--- src/rtl/ldlb_pkg.sv ---
package ldlb_pkg;

    localparam int ALT_W     = 18;
    localparam int RATE_W    = 15;
    localparam int MS_W      = 16;
    localparam int LAND_W    = 17;
    localparam int MINRATE_W = 14;
    localparam int DELAY_W   = 17;
    localparam int CFG_W     = 17;
    localparam int CFG_IDX_W = 2;

    localparam logic [CFG_IDX_W-1:0] REG_LAND_ALTITUDE = 2'd0;
    localparam logic [CFG_IDX_W-1:0] REG_MIN_DESCENT   = 2'd1;
    localparam logic [CFG_IDX_W-1:0] REG_LAND_TIMEOUT  = 2'd2;
    localparam logic [CFG_IDX_W-1:0] REG_START_DELAY   = 2'd3;

    localparam logic [LAND_W-1:0]    LAND_ALTITUDE_RST = 17'd500;
    localparam logic [MINRATE_W-1:0] MIN_DESCENT_RST   = 14'd20;
    localparam logic [MS_W-1:0]      LAND_TIMEOUT_RST  = 16'd3000;
    localparam logic [MS_W-1:0]      START_DELAY_RST   = 16'd1000;

    typedef enum logic [1:0] {
        PH_WAIT_ALT = 2'd0,
        PH_DELAY    = 2'd1,
        PH_DESCENT  = 2'd2,
        PH_STOPPED  = 2'd3
    } phase_t;

    typedef struct packed {
        logic [LAND_W-1:0]    land_altitude_cm;
        logic [MINRATE_W-1:0] min_descent_rate;
        logic [MS_W-1:0]      land_timeout_ms;
        logic [MS_W-1:0]      start_delay_ms;
    } cfg_t;

    typedef struct packed {
        phase_t              phase;
        logic [MS_W-1:0]     bucket;
        logic [DELAY_W-1:0]  delay_elapsed;
    } state_t;

    typedef struct packed {
        logic            landed;
        phase_t          phase;
        logic [MS_W-1:0] bucket_ms;
    } result_t;

endpackage

--- src/rtl/landing_detector_leaky_bucket_unit.sv ---
// an accepted word is registered in the result register, or in the skid stage while output stalls
// throughput: one word per cycle while in_stall is low, set by the combinational update of phase and bucket
// a skid stage behind the result register takes one more word while output stalls
// reset: rst_n clears phase, bucket, delay counter and the valid flags of both output
// stages at once and loads the register defaults (500 cm, 20 cm/s, 3000 ms, 1000 ms)
module landing_detector_leaky_bucket_unit (
    input  logic                                   clk,
    input  logic                                   rst_n,
    input  logic                                   cfg_we,
    input  logic        [ldlb_pkg::CFG_IDX_W-1:0]  cfg_index,
    input  logic        [ldlb_pkg::CFG_W-1:0]      cfg_data,
    input  logic                                   in_valid,
    output logic                                   in_stall,
    input  logic                                   restart,
    input  logic signed [ldlb_pkg::ALT_W-1:0]      altitude_cm,
    input  logic signed [ldlb_pkg::RATE_W-1:0]     climb_rate,
    input  logic        [ldlb_pkg::MS_W-1:0]       elapsed_ms,
    output logic                                   out_valid,
    input  logic                                   out_stall,
    output logic                                   landed,
    output logic        [1:0]                      phase,
    output logic        [ldlb_pkg::MS_W-1:0]       bucket_ms
);
    import ldlb_pkg::*;

    cfg_t    cfg_reg;
    state_t  state_reg;
    state_t  state_next;
    result_t step_result;
    result_t out_reg;
    result_t skid_reg;
    logic    out_valid_reg;
    logic    skid_valid_reg;
    logic    in_accept;
    logic    out_free;

    assign in_stall  = skid_valid_reg;
    assign in_accept = in_valid & ~skid_valid_reg;
    assign out_free  = ~out_valid_reg | ~out_stall;

    ldlb_step u_step (
        .cfg         (cfg_reg),
        .state       (state_reg),
        .restart     (restart),
        .altitude_cm (altitude_cm),
        .climb_rate  (climb_rate),
        .elapsed_ms  (elapsed_ms),
        .state_next  (state_next),
        .result      (step_result)
    );

    always_ff @(posedge clk or negedge rst_n)
    begin
        if (!rst_n)
        begin
            cfg_reg.land_altitude_cm <= LAND_ALTITUDE_RST;
            cfg_reg.min_descent_rate <= MIN_DESCENT_RST;
            cfg_reg.land_timeout_ms  <= LAND_TIMEOUT_RST;
            cfg_reg.start_delay_ms   <= START_DELAY_RST;
        end
        else if (cfg_we)
        begin
            unique case (cfg_index)
                REG_LAND_ALTITUDE: cfg_reg.land_altitude_cm <= cfg_data[LAND_W-1:0];
                REG_MIN_DESCENT:   cfg_reg.min_descent_rate <= cfg_data[MINRATE_W-1:0];
                REG_LAND_TIMEOUT:  cfg_reg.land_timeout_ms  <= cfg_data[MS_W-1:0];
                REG_START_DELAY:   cfg_reg.start_delay_ms   <= cfg_data[MS_W-1:0];
            endcase
        end
    end

    always_ff @(posedge clk or negedge rst_n)
    begin
        if (!rst_n)
        begin
            state_reg.phase         <= PH_WAIT_ALT;
            state_reg.bucket        <= '0;
            state_reg.delay_elapsed <= '0;
        end
        else if (in_accept)
        begin
            state_reg <= state_next;
        end
    end

    // output register with skid stage
    always_ff @(posedge clk or negedge rst_n)
    begin
        if (!rst_n)
        begin
            out_valid_reg  <= 1'b0;
            skid_valid_reg <= 1'b0;
        end
        else if (skid_valid_reg)
        begin
            if (!out_stall)
                skid_valid_reg <= 1'b0;
        end
        else if (in_accept)
        begin
            out_valid_reg <= 1'b1;
            if (!out_free)
                skid_valid_reg <= 1'b1;
        end
        else if (!out_stall)
        begin
            out_valid_reg <= 1'b0;
        end
    end

    always_ff @(posedge clk)
    begin
        if (skid_valid_reg)
        begin
            if (!out_stall)
                out_reg <= skid_reg;
        end
        else if (in_accept)
        begin
            if (out_free)
                out_reg <= step_result;
            else
                skid_reg <= step_result;
        end
    end

    assign out_valid = out_valid_reg;
    assign landed    = out_reg.landed;
    assign phase     = out_reg.phase;
    assign bucket_ms = out_reg.bucket_ms;

endmodule

--- src/rtl/ldlb_step.sv ---
module ldlb_step (
    input  ldlb_pkg::cfg_t                       cfg,
    input  ldlb_pkg::state_t                     state,
    input  logic                                 restart,
    input  logic signed [ldlb_pkg::ALT_W-1:0]    altitude_cm,
    input  logic signed [ldlb_pkg::RATE_W-1:0]   climb_rate,
    input  logic        [ldlb_pkg::MS_W-1:0]     elapsed_ms,
    output ldlb_pkg::state_t                     state_next,
    output ldlb_pkg::result_t                    result
);
    import ldlb_pkg::*;

    always_comb
    begin
        logic [ALT_W-1:0]   alt_u;
        logic [ALT_W-1:0]   alt_abs;
        logic [RATE_W-1:0]  rate_u;
        logic [RATE_W-1:0]  rate_abs;
        logic [DELAY_W:0]   delay_sum;
        logic [DELAY_W-1:0] delay_new;
        logic [MS_W+1:0]    fill_sum;
        logic [MS_W-1:0]    drained;
        logic               landed;

        alt_u     = altitude_cm;
        alt_abs   = alt_u[ALT_W-1] ? (~alt_u + ALT_W'(1)) : alt_u;
        rate_u    = climb_rate;
        rate_abs  = rate_u[RATE_W-1] ? (~rate_u + RATE_W'(1)) : rate_u;
        delay_sum = {1'b0, state.delay_elapsed} + {2'b00, elapsed_ms};
        delay_new = delay_sum[DELAY_W] ? '1 : delay_sum[DELAY_W-1:0];
        fill_sum  = {2'b00, state.bucket} + {1'b0, elapsed_ms, 1'b0};
        drained   = (state.bucket > elapsed_ms) ? (state.bucket - elapsed_ms) : '0;
        landed    = 1'b0;

        state_next = state;
        if (restart)
        begin
            state_next.phase         = PH_WAIT_ALT;
            state_next.bucket        = '0;
            state_next.delay_elapsed = '0;
        end
        else
        begin
            unique case (state.phase)
                PH_WAIT_ALT:
                begin
                    if (alt_abs < {1'b0, cfg.land_altitude_cm})
                    begin
                        state_next.bucket        = cfg.start_delay_ms;
                        state_next.delay_elapsed = '0;
                        state_next.phase         = PH_DELAY;
                    end
                end
                PH_DELAY:
                begin
                    state_next.delay_elapsed = delay_new;
                    if (delay_new > {1'b0, cfg.start_delay_ms})
                    begin
                        state_next.bucket = cfg.land_timeout_ms;
                        state_next.phase  = PH_DESCENT;
                    end
                end
                PH_DESCENT:
                begin
                    if (rate_abs < {1'b0, cfg.min_descent_rate})
                    begin
                        state_next.bucket = drained;
                        if (drained == '0)
                            state_next.phase = PH_STOPPED;
                    end
                    else if (fill_sum < {2'b00, cfg.land_timeout_ms})
                        state_next.bucket = fill_sum[MS_W-1:0];
                    else
                        state_next.bucket = cfg.land_timeout_ms;
                end
                PH_STOPPED:
                begin
                    landed = 1'b1;
                end
            endcase
        end

        result.landed    = landed;
        result.phase     = state_next.phase;
        result.bucket_ms = state_next.bucket;
    end

endmodule

--- config.mk ---
export PLATFORM = sky130hd
export DESIGN_NAME = landing_detector_leaky_bucket_unit
export DESIGN_NICKNAME = d
export VERILOG_FILES = /design/src/rtl/ldlb_pkg.sv /design/src/rtl/landing_detector_leaky_bucket_unit.sv /design/src/rtl/ldlb_step.sv
export SDC_FILE = /design/constraint.sdc
export NUM_CORES = 1
export LEC_CHECK = 0
export ABC_AREA = 1
export BUFFER_PORTS_ARGS = -buffer_cell sky130_fd_sc_hd__buf_2
export CAP_MARGIN = 40
export CORE_MARGIN = 2
export CORE_UTILIZATION = 32
export DETAILED_ROUTE_END_ITERATION = 7
export PLACE_DENSITY_LB_ADDON = 0.25
export SLEW_MARGIN = 25
export SYNTH_ARGS = -nofsm -noshare
export SYNTH_HDL_FRONTEND = slang
export SYNTH_SLANG_ARGS = --single-unit
--- constraint.sdc ---
create_clock -name clk -period 5.59 [get_ports clk]
set_clock_uncertainty 0.1 [all_clocks]
set_input_delay 0.8385 -clock clk [delete_from_list [all_inputs] [get_ports clk]]
set_output_delay 0.8385 -clock clk [all_outputs]
set_load 0.005 [all_outputs]
# Word-level counts from Yosys, hierarchy flattened
# Index checks and enable logic that the tools add are counted.
[classes]
addsub = 5
magnitude_cmp = 5
eq_ne = 9
muxes = 25
bitwise = 8
reduce_logical = 14
[op_table]
columns = ["op", "count"]
rows = [
  ["$mux W19", 4],
  ["$mux W35", 2],
  ["$pmux W18 S3", 1],
  ["$mux W16", 3],
  ["$mux W18", 2],
  ["$pmux W17 S2", 1],
  ["$add A16 B17 Y18", 1],
  ["$add A17 B16 Y18", 1],
  ["$add A18 B1 Y18 const B", 1],
  ["$lt A18 B16 Y1", 1],
  ["$lt A18 B17 Y1", 1],
  ["$not A18 Y18", 1],
  ["$gt A17 B16 Y1", 1],
  ["$mux W17", 1],
  ["$gt A16 B16 Y1", 1],
  ["$logic_not A16 Y1", 1],
  ["$sub A16 B16 Y16", 1],
  ["$add A15 B1 Y15 const B", 1],
  ["$lt A15 B14 Y1", 1],
  ["$mux W15", 1],
  ["$not A15 Y15", 1],
  ["$reduce_and A2 Y1", 5],
  ["$reduce_and A3 Y1", 3],
  ["$eq A2 B2 Y1 const B", 4],
  ["other kinds (12)", 26],
]
[word_totals]
ff_bits = 138
in_bits = 74
output_inout_bits = 21
elab_cells = 81

# Depth between registers and ports, before layout
[depth]
word_depth = 10
depth_mapped = 33
mapped_depth_nobuf = 32

# By module
# Synthesis repeated with hierarchy kept, for this count alone.
[unflattened]
cells_unflattened = 1858
area_unflattened_um2 = 12455.7
[by_module_without_submodules]
columns = ["mod", "instances", "cells_per_inst", "area_per_inst_um2", "seq_area_each_um2"]
rows = [
  ["ldlb_step", 1, 1314, 7020.5, 0.0],
  ["landing_detector_leaky_bucket_unit", 1, 544, 5435.2, 3669.8],
]

# Worst setup path after synthesis
# No wires, ideal clock.
[synth_path]
kind = "input -> register"
from = "input port elapsed_ms[0] (netlist name)"
to = "register out_reg (netlist bit bucket_ms[10]) (data pin)"
setup_ns = 0.253
arrival_ns = 3.960
t_required_ns = 5.237
setup_slack_ns = 1.277
cell_stages = 25
path_buffers = 1
path_cell_list = "ha_1 -> fa_1 -> nand3_1 -> nand2_1 -> nand2_1 -> nand2_1 -> a31oi_1 -> o21ai_0 -> xor2_1 -> nor2_1 -> inv_1 -> ha_1 -> a21oi_1 -> o21bai_1 -> a21oi_1 -> nand2_1 -> nand2_1 -> nand2_1 -> nand2_1 -> clkbuf_1 -> nand3_1 -> nand3_2 -> nand2_1 -> nand3_1 -> nand2_1"
[synth_between]
elab_chain_cells = 9
elab_cells_between_ends = 16
[synth_rtl]
columns = ["element", "line_no", "text"]
rows = [
  ["start, declared", "landing_detector_leaky_bucket_unit.sv:17", "input logic [ldlb_pkg::MS_W-1:0] elapsed_ms,"],
  ["$add A16 B17 Y18 / $add A17 B16 Y18 (equally long branches)", "ldlb_step.sv:31, ldlb_step.sv:29", ""],
  ["$lt A18 B16 Y1 / $mux W17 (equally long branches)", "ldlb_step.sv:71, ldlb_step.sv:30", ""],
  ["$mux W16 / $gt A17 B16 Y1 (equally long branches)", "ldlb_step.sv:71, ldlb_step.sv:57", ""],
  ["$mux W16 / $mux W18 (equally long branches)", "ldlb_step.sv:65, ldlb_step.sv:57", ""],
  ["$pmux W18 S3 *", "ldlb_step.sv:44", "unique case (state.phase)"],
  ["$mux W35 *", "ldlb_step.sv:36", "if (restart)"],
  ["$mux W19 *", "landing_detector_leaky_bucket_unit.sv:120", "if (out_free)"],
  ["$mux W19 *", "landing_detector_leaky_bucket_unit.sv:118", "else if (in_accept)"],
  ["$mux W19 *", "landing_detector_leaky_bucket_unit.sv:113", "if (skid_valid_reg)"],
  ["end signal, assigned", "landing_detector_leaky_bucket_unit.sv:116", "out_reg <= skid_reg;"],
  ["end signal, assigned", "landing_detector_leaky_bucket_unit.sv:121", "out_reg <= step_result;"],
  ["end, declared", "landing_detector_leaky_bucket_unit.sv:30", "result_t out_reg;"],
]
# Every way passes the cells marked *; elsewhere a longest branch is shown, timed or not. The select of a mux whose other input is x is not followed.
# A chain may end at the register's enable or synchronous reset.

# Worst setup path after layout
[layout_path]
from = "input port elapsed_ms[0] (netlist name)"
to = "register out_reg (netlist bit phase[0]) (data pin)"
[layout_between]
elab_chain_cells = 10
elab_cells_between_ends = 15
[layout_rtl]
columns = ["element", "line_no"]
rows = [
  ["parallel branches: the longest is 5 deep, another holds $add A17 B16 Y18", "--"],
  ["$pmux W18 S3 *", "ldlb_step.sv:44"],
  ["$mux W35 *", "ldlb_step.sv:36"],
  ["$mux W19 *", "landing_detector_leaky_bucket_unit.sv:120"],
  ["$mux W19 *", "landing_detector_leaky_bucket_unit.sv:118"],
  ["$mux W19 *", "landing_detector_leaky_bucket_unit.sv:113"],
]
# Every way passes the cells marked *. The select of a mux whose other input is x is not followed.

==> summary.md <==
| Metric | Value |
|---|---|
| Top FF cell, synth | `dfrtp_1` |
| Root cell of the clock tree | `clkbuf_16` |
| Data arrival, critical path | `between 4 and 5 ns` |
| Critical path origin | `elapsed_ms[0]` |
| Met3 usage | `2.591%` |
| FF+latch count, synth | `138` |
| Final period util | `a little under 80%` |
| Final setup viols | `0` |
| Cts hold-fix bufs | `0` |
| Nature of the critical path endpoint | `flip-flop` |
| Post-synthesis cell type count | `55` |
| Core area | `35740 um^2` |
| CTS H-tree lvls | `4` |
| Slowest Stage Delay on Critical Path | `about 0.41 ns` |
| Fin crit period | `about 4.4 ns` |
| Kind of critical path | `primary input to flip-flop` |
| RSZ-0062 raised after global routing | `false` |
| Routed wire length | `36.38 mm` |
| Main combinational cell family by area after synthesis | `simple AND/OR/NAND/NOR gates` |
| Synth Cell Area | `around 12000 um^2` |
| CTS tree | `done` |
| Sum Neg Setup Slack | `0 ns` |
| Synth top area share | `16.93%` |
| Reg-to-Reg End | `phase[0]$_DFFE_PP_` |
| IO Count | `95` |
| Area growth from synthesis to layout | `13.28%` |
| XOR/XNOR Fraction of Synth Area | `4.050%` |
| Relative slew slack | `between 40% and 50%` |
| Placed Area | `12630 um^2` |
| Slew Limit Fails | `0` |
| Adder-Cell Fraction of Synth Area | `12.19%` |
| Critical Path Sink | `phase[0]$_DFFE_PP_` |
| Met1 Use GR | `between 20% and 30%` |
| Max reg flops | `63` |
| Gate Count Post-Synth | `roughly 1600` |
| Cts bufs inserted | `17` |
| Post-DR wirelength/cell | `16.63 um` |
| Fin. Hold Viols | `0` |
| R2R Setup Slk | `1.33 ns` |
| Clock transition at path regs | `0.07 ns` |
| Die width | `195.0 um` |
| Detailed placement HPWL | `29.61 mm` |
| Startpoint types | `primary input` |
| Gr busiest metal | `met2` |
| Gpl congestion | `0.9484` |
| Max Fclk | `0.2254 GHz` |
| Met2 Track Usage GR | `31.94%` |
| Post-DRT Antenna Nets | `0` |
| Final net count | `1899` |
| Synthesized area per cell | `between 7 and 8 um^2` |
| Final Cell Area | `between 10000 and 15000 um^2` |
| Antenna Diode Count | `0` |
| Yosys warns | `0` |
| Later-pin clock latency in the skew report | `~0.43 ns` |
| Mux cell area share after synthesis | `0%` |
| Pwr per Cell Area | `491.7 nW/um^2` |
| DIE AREA | `roughly 38000 um^2` |
| Critical-path top delay cell | `fa_1` |
| Vias/cell | `4.941` |
| Most Frequent Cell on Critical Path | `nand2_1` |
| Min-Delay Path Class | `primary input to async pin` |
| CTS-repair resized insts | `0` |
| DIE HEIGHT | `195.0 um` |
| # DRC | `0` |
| GRT Resource Usage Total | `between 10% and 20%` |
| Initial antenna violation count | `0` |
| Largest net degree at the start of global routing | `52` |
| First-pass GRT wire length | `between 50 and 60 mm` |
| Reg2reg start | `state_reg[0]$_DFFE_PN0P_` |
| Compound-Gate Fraction of Synth Area | `approximately an eighth` |
| Final Util | `37.01%` |
| Post-synth net total | `1814` |
| Leak | `6.946 nW` |
| Clock sink count | `138` |
| Leading area contributor after synthesis | `dfrtp_1` |
| Number of flops mapped to enable cells by yosys | `38` |
| Req. time, crit path | `5.67 ns` |
| Worst vdd ir | `around 0.24 mV` |
| Layout cells sized above 1 | `about 14%` |
| Core Rows | `roughly 70` |
| Initial Util | `32.67%` |
| Most common cell after layout, fill and taps aside | `nand2_1` |
| IO buf count | `94` |
| Total number of vias | `10810` |
| Vias in the first global route | `10420` |
| Most frequent cells in the layout | `nand2_1 (445), inv_1 (218), nand3_1 (140)` |
| Gr ovfl total | `0` |
| Cell count of the worst reg-to-reg path | `26` |
| Synth area leaders | `dfrtp_1 (17%), nand2_1 (14%), ha_1 (12%), edfxtp_1 (9.8%), inv_1 (7.0%)` |
| Postcts setup bufs | `0` |
| WHS | `0.3448 ns` |
| Simple-gate portion of the synthesized area | `30.59%` |
| 1st-iter DRT viols | `737` |
| Slew @ Worst Pin | `~0.85 ns` |
| Status | `finished, final reports clean` |
| Worst-path fanout max | `17` |
| Number of max-cap violations | `0` |
| Sequential share of the synthesized area | `31.43%` |
| CTS Buffer Depth | `2` |
| Post-synthesis async set-or-reset flop share | `between 70 and 80%` |
| Detailed Routing Iterations Pass 1 | `5` |
## worst min path at each step
stage                              endpoint  slack [ns]
floorplan           cfg_reg[10]$_DFFE_PN0P_        0.35
global placement    cfg_reg[10]$_DFFE_PN0P_        0.37
detailed placement  cfg_reg[55]$_DFFE_PN0P_        0.37
CTS                 cfg_reg[46]$_DFFE_PN0P_        0.35
global route        cfg_reg[46]$_DFFE_PN0P_        0.39
finish              cfg_reg[46]$_DFFE_PN0P_        0.34
## per-layer routing
layer	up-vias	part of all wire, %
met5	-	0
met4	0	4.4
met3	51	3.9
met2	242	46
met1	5015	45
li1	5498	-
## critical path: cells and delay by family
| family | cells | cell delay (ns) |
|---|---|---|
| buffers and inverters | 2 | 0.19 |
| AND/OR/NAND/NOR | 18 | 1.84 |
| adder cells (fa/ha/maj) | 3 | 0.94 |
| XOR/XNOR | 1 | 0.09 |
| AO/OA/AOI/OAI | 3 | 0.60 |
## Yosys cell counts, drive strengths merged, types with 4 or more instances
library cell  instances
nand2               472
inv                 224
nand3               156
o21ai               110
ha                  109
nor2                109
a21oi                99
dfrtp                79
xor2                 41
edfxtp               38
clkbuf               23
nor3                 22
dfstp                21
nand4                21
buf                  19
a21boi               14
xnor2                13
or2                  10
a21o                  9
a22o                  7
a31oi                 6
nand3b                5
clkinv                4
## metrics by stage
step / total power [mW] / cells / setup slack (ns)
2_1_floorplan: 4.279 / 1628 / 1.277
3_3_place_gp: 5.334 / 2150 / 0.7473
3_5_place_dp: 5.361 / 2153 / 0.7402
4_1_cts: 6.516 / 2185 / 1.194
5_1_grt: 7.082 / 2187 / 0.7308
6_report: 6.504 / 2187 / 1.154
## where the power goes
part	leakage (nW)	switching, mW	internal [mW]
Combinational	5.06	2.51	1.29
Sequential	1.61	0.260	1.32
Clock	0.278	0.491	0.628
Total	6.95	3.27	3.24
## kinds of logic after synthesis
logic type                 count (synthesis)
and+or+nand+nor                          799
buffers and inverters                    270
AOI/OAI and AO/OA                        255
DFF                                      138
adders and majority gates                112
xor gates and xnor gates                  54
## cell type report
type	count	area (um^2)
multi-input cells	1220	6924
fillers	3848	22510
flip-flops and latches	138	3670
clock inverters	15	152.6
clock buffers	17	425.4
well taps	461	576.8
repair buffers	108	620.6
inverters	228	858.3
Note: power is estimated with default switching activity, not from simulation.
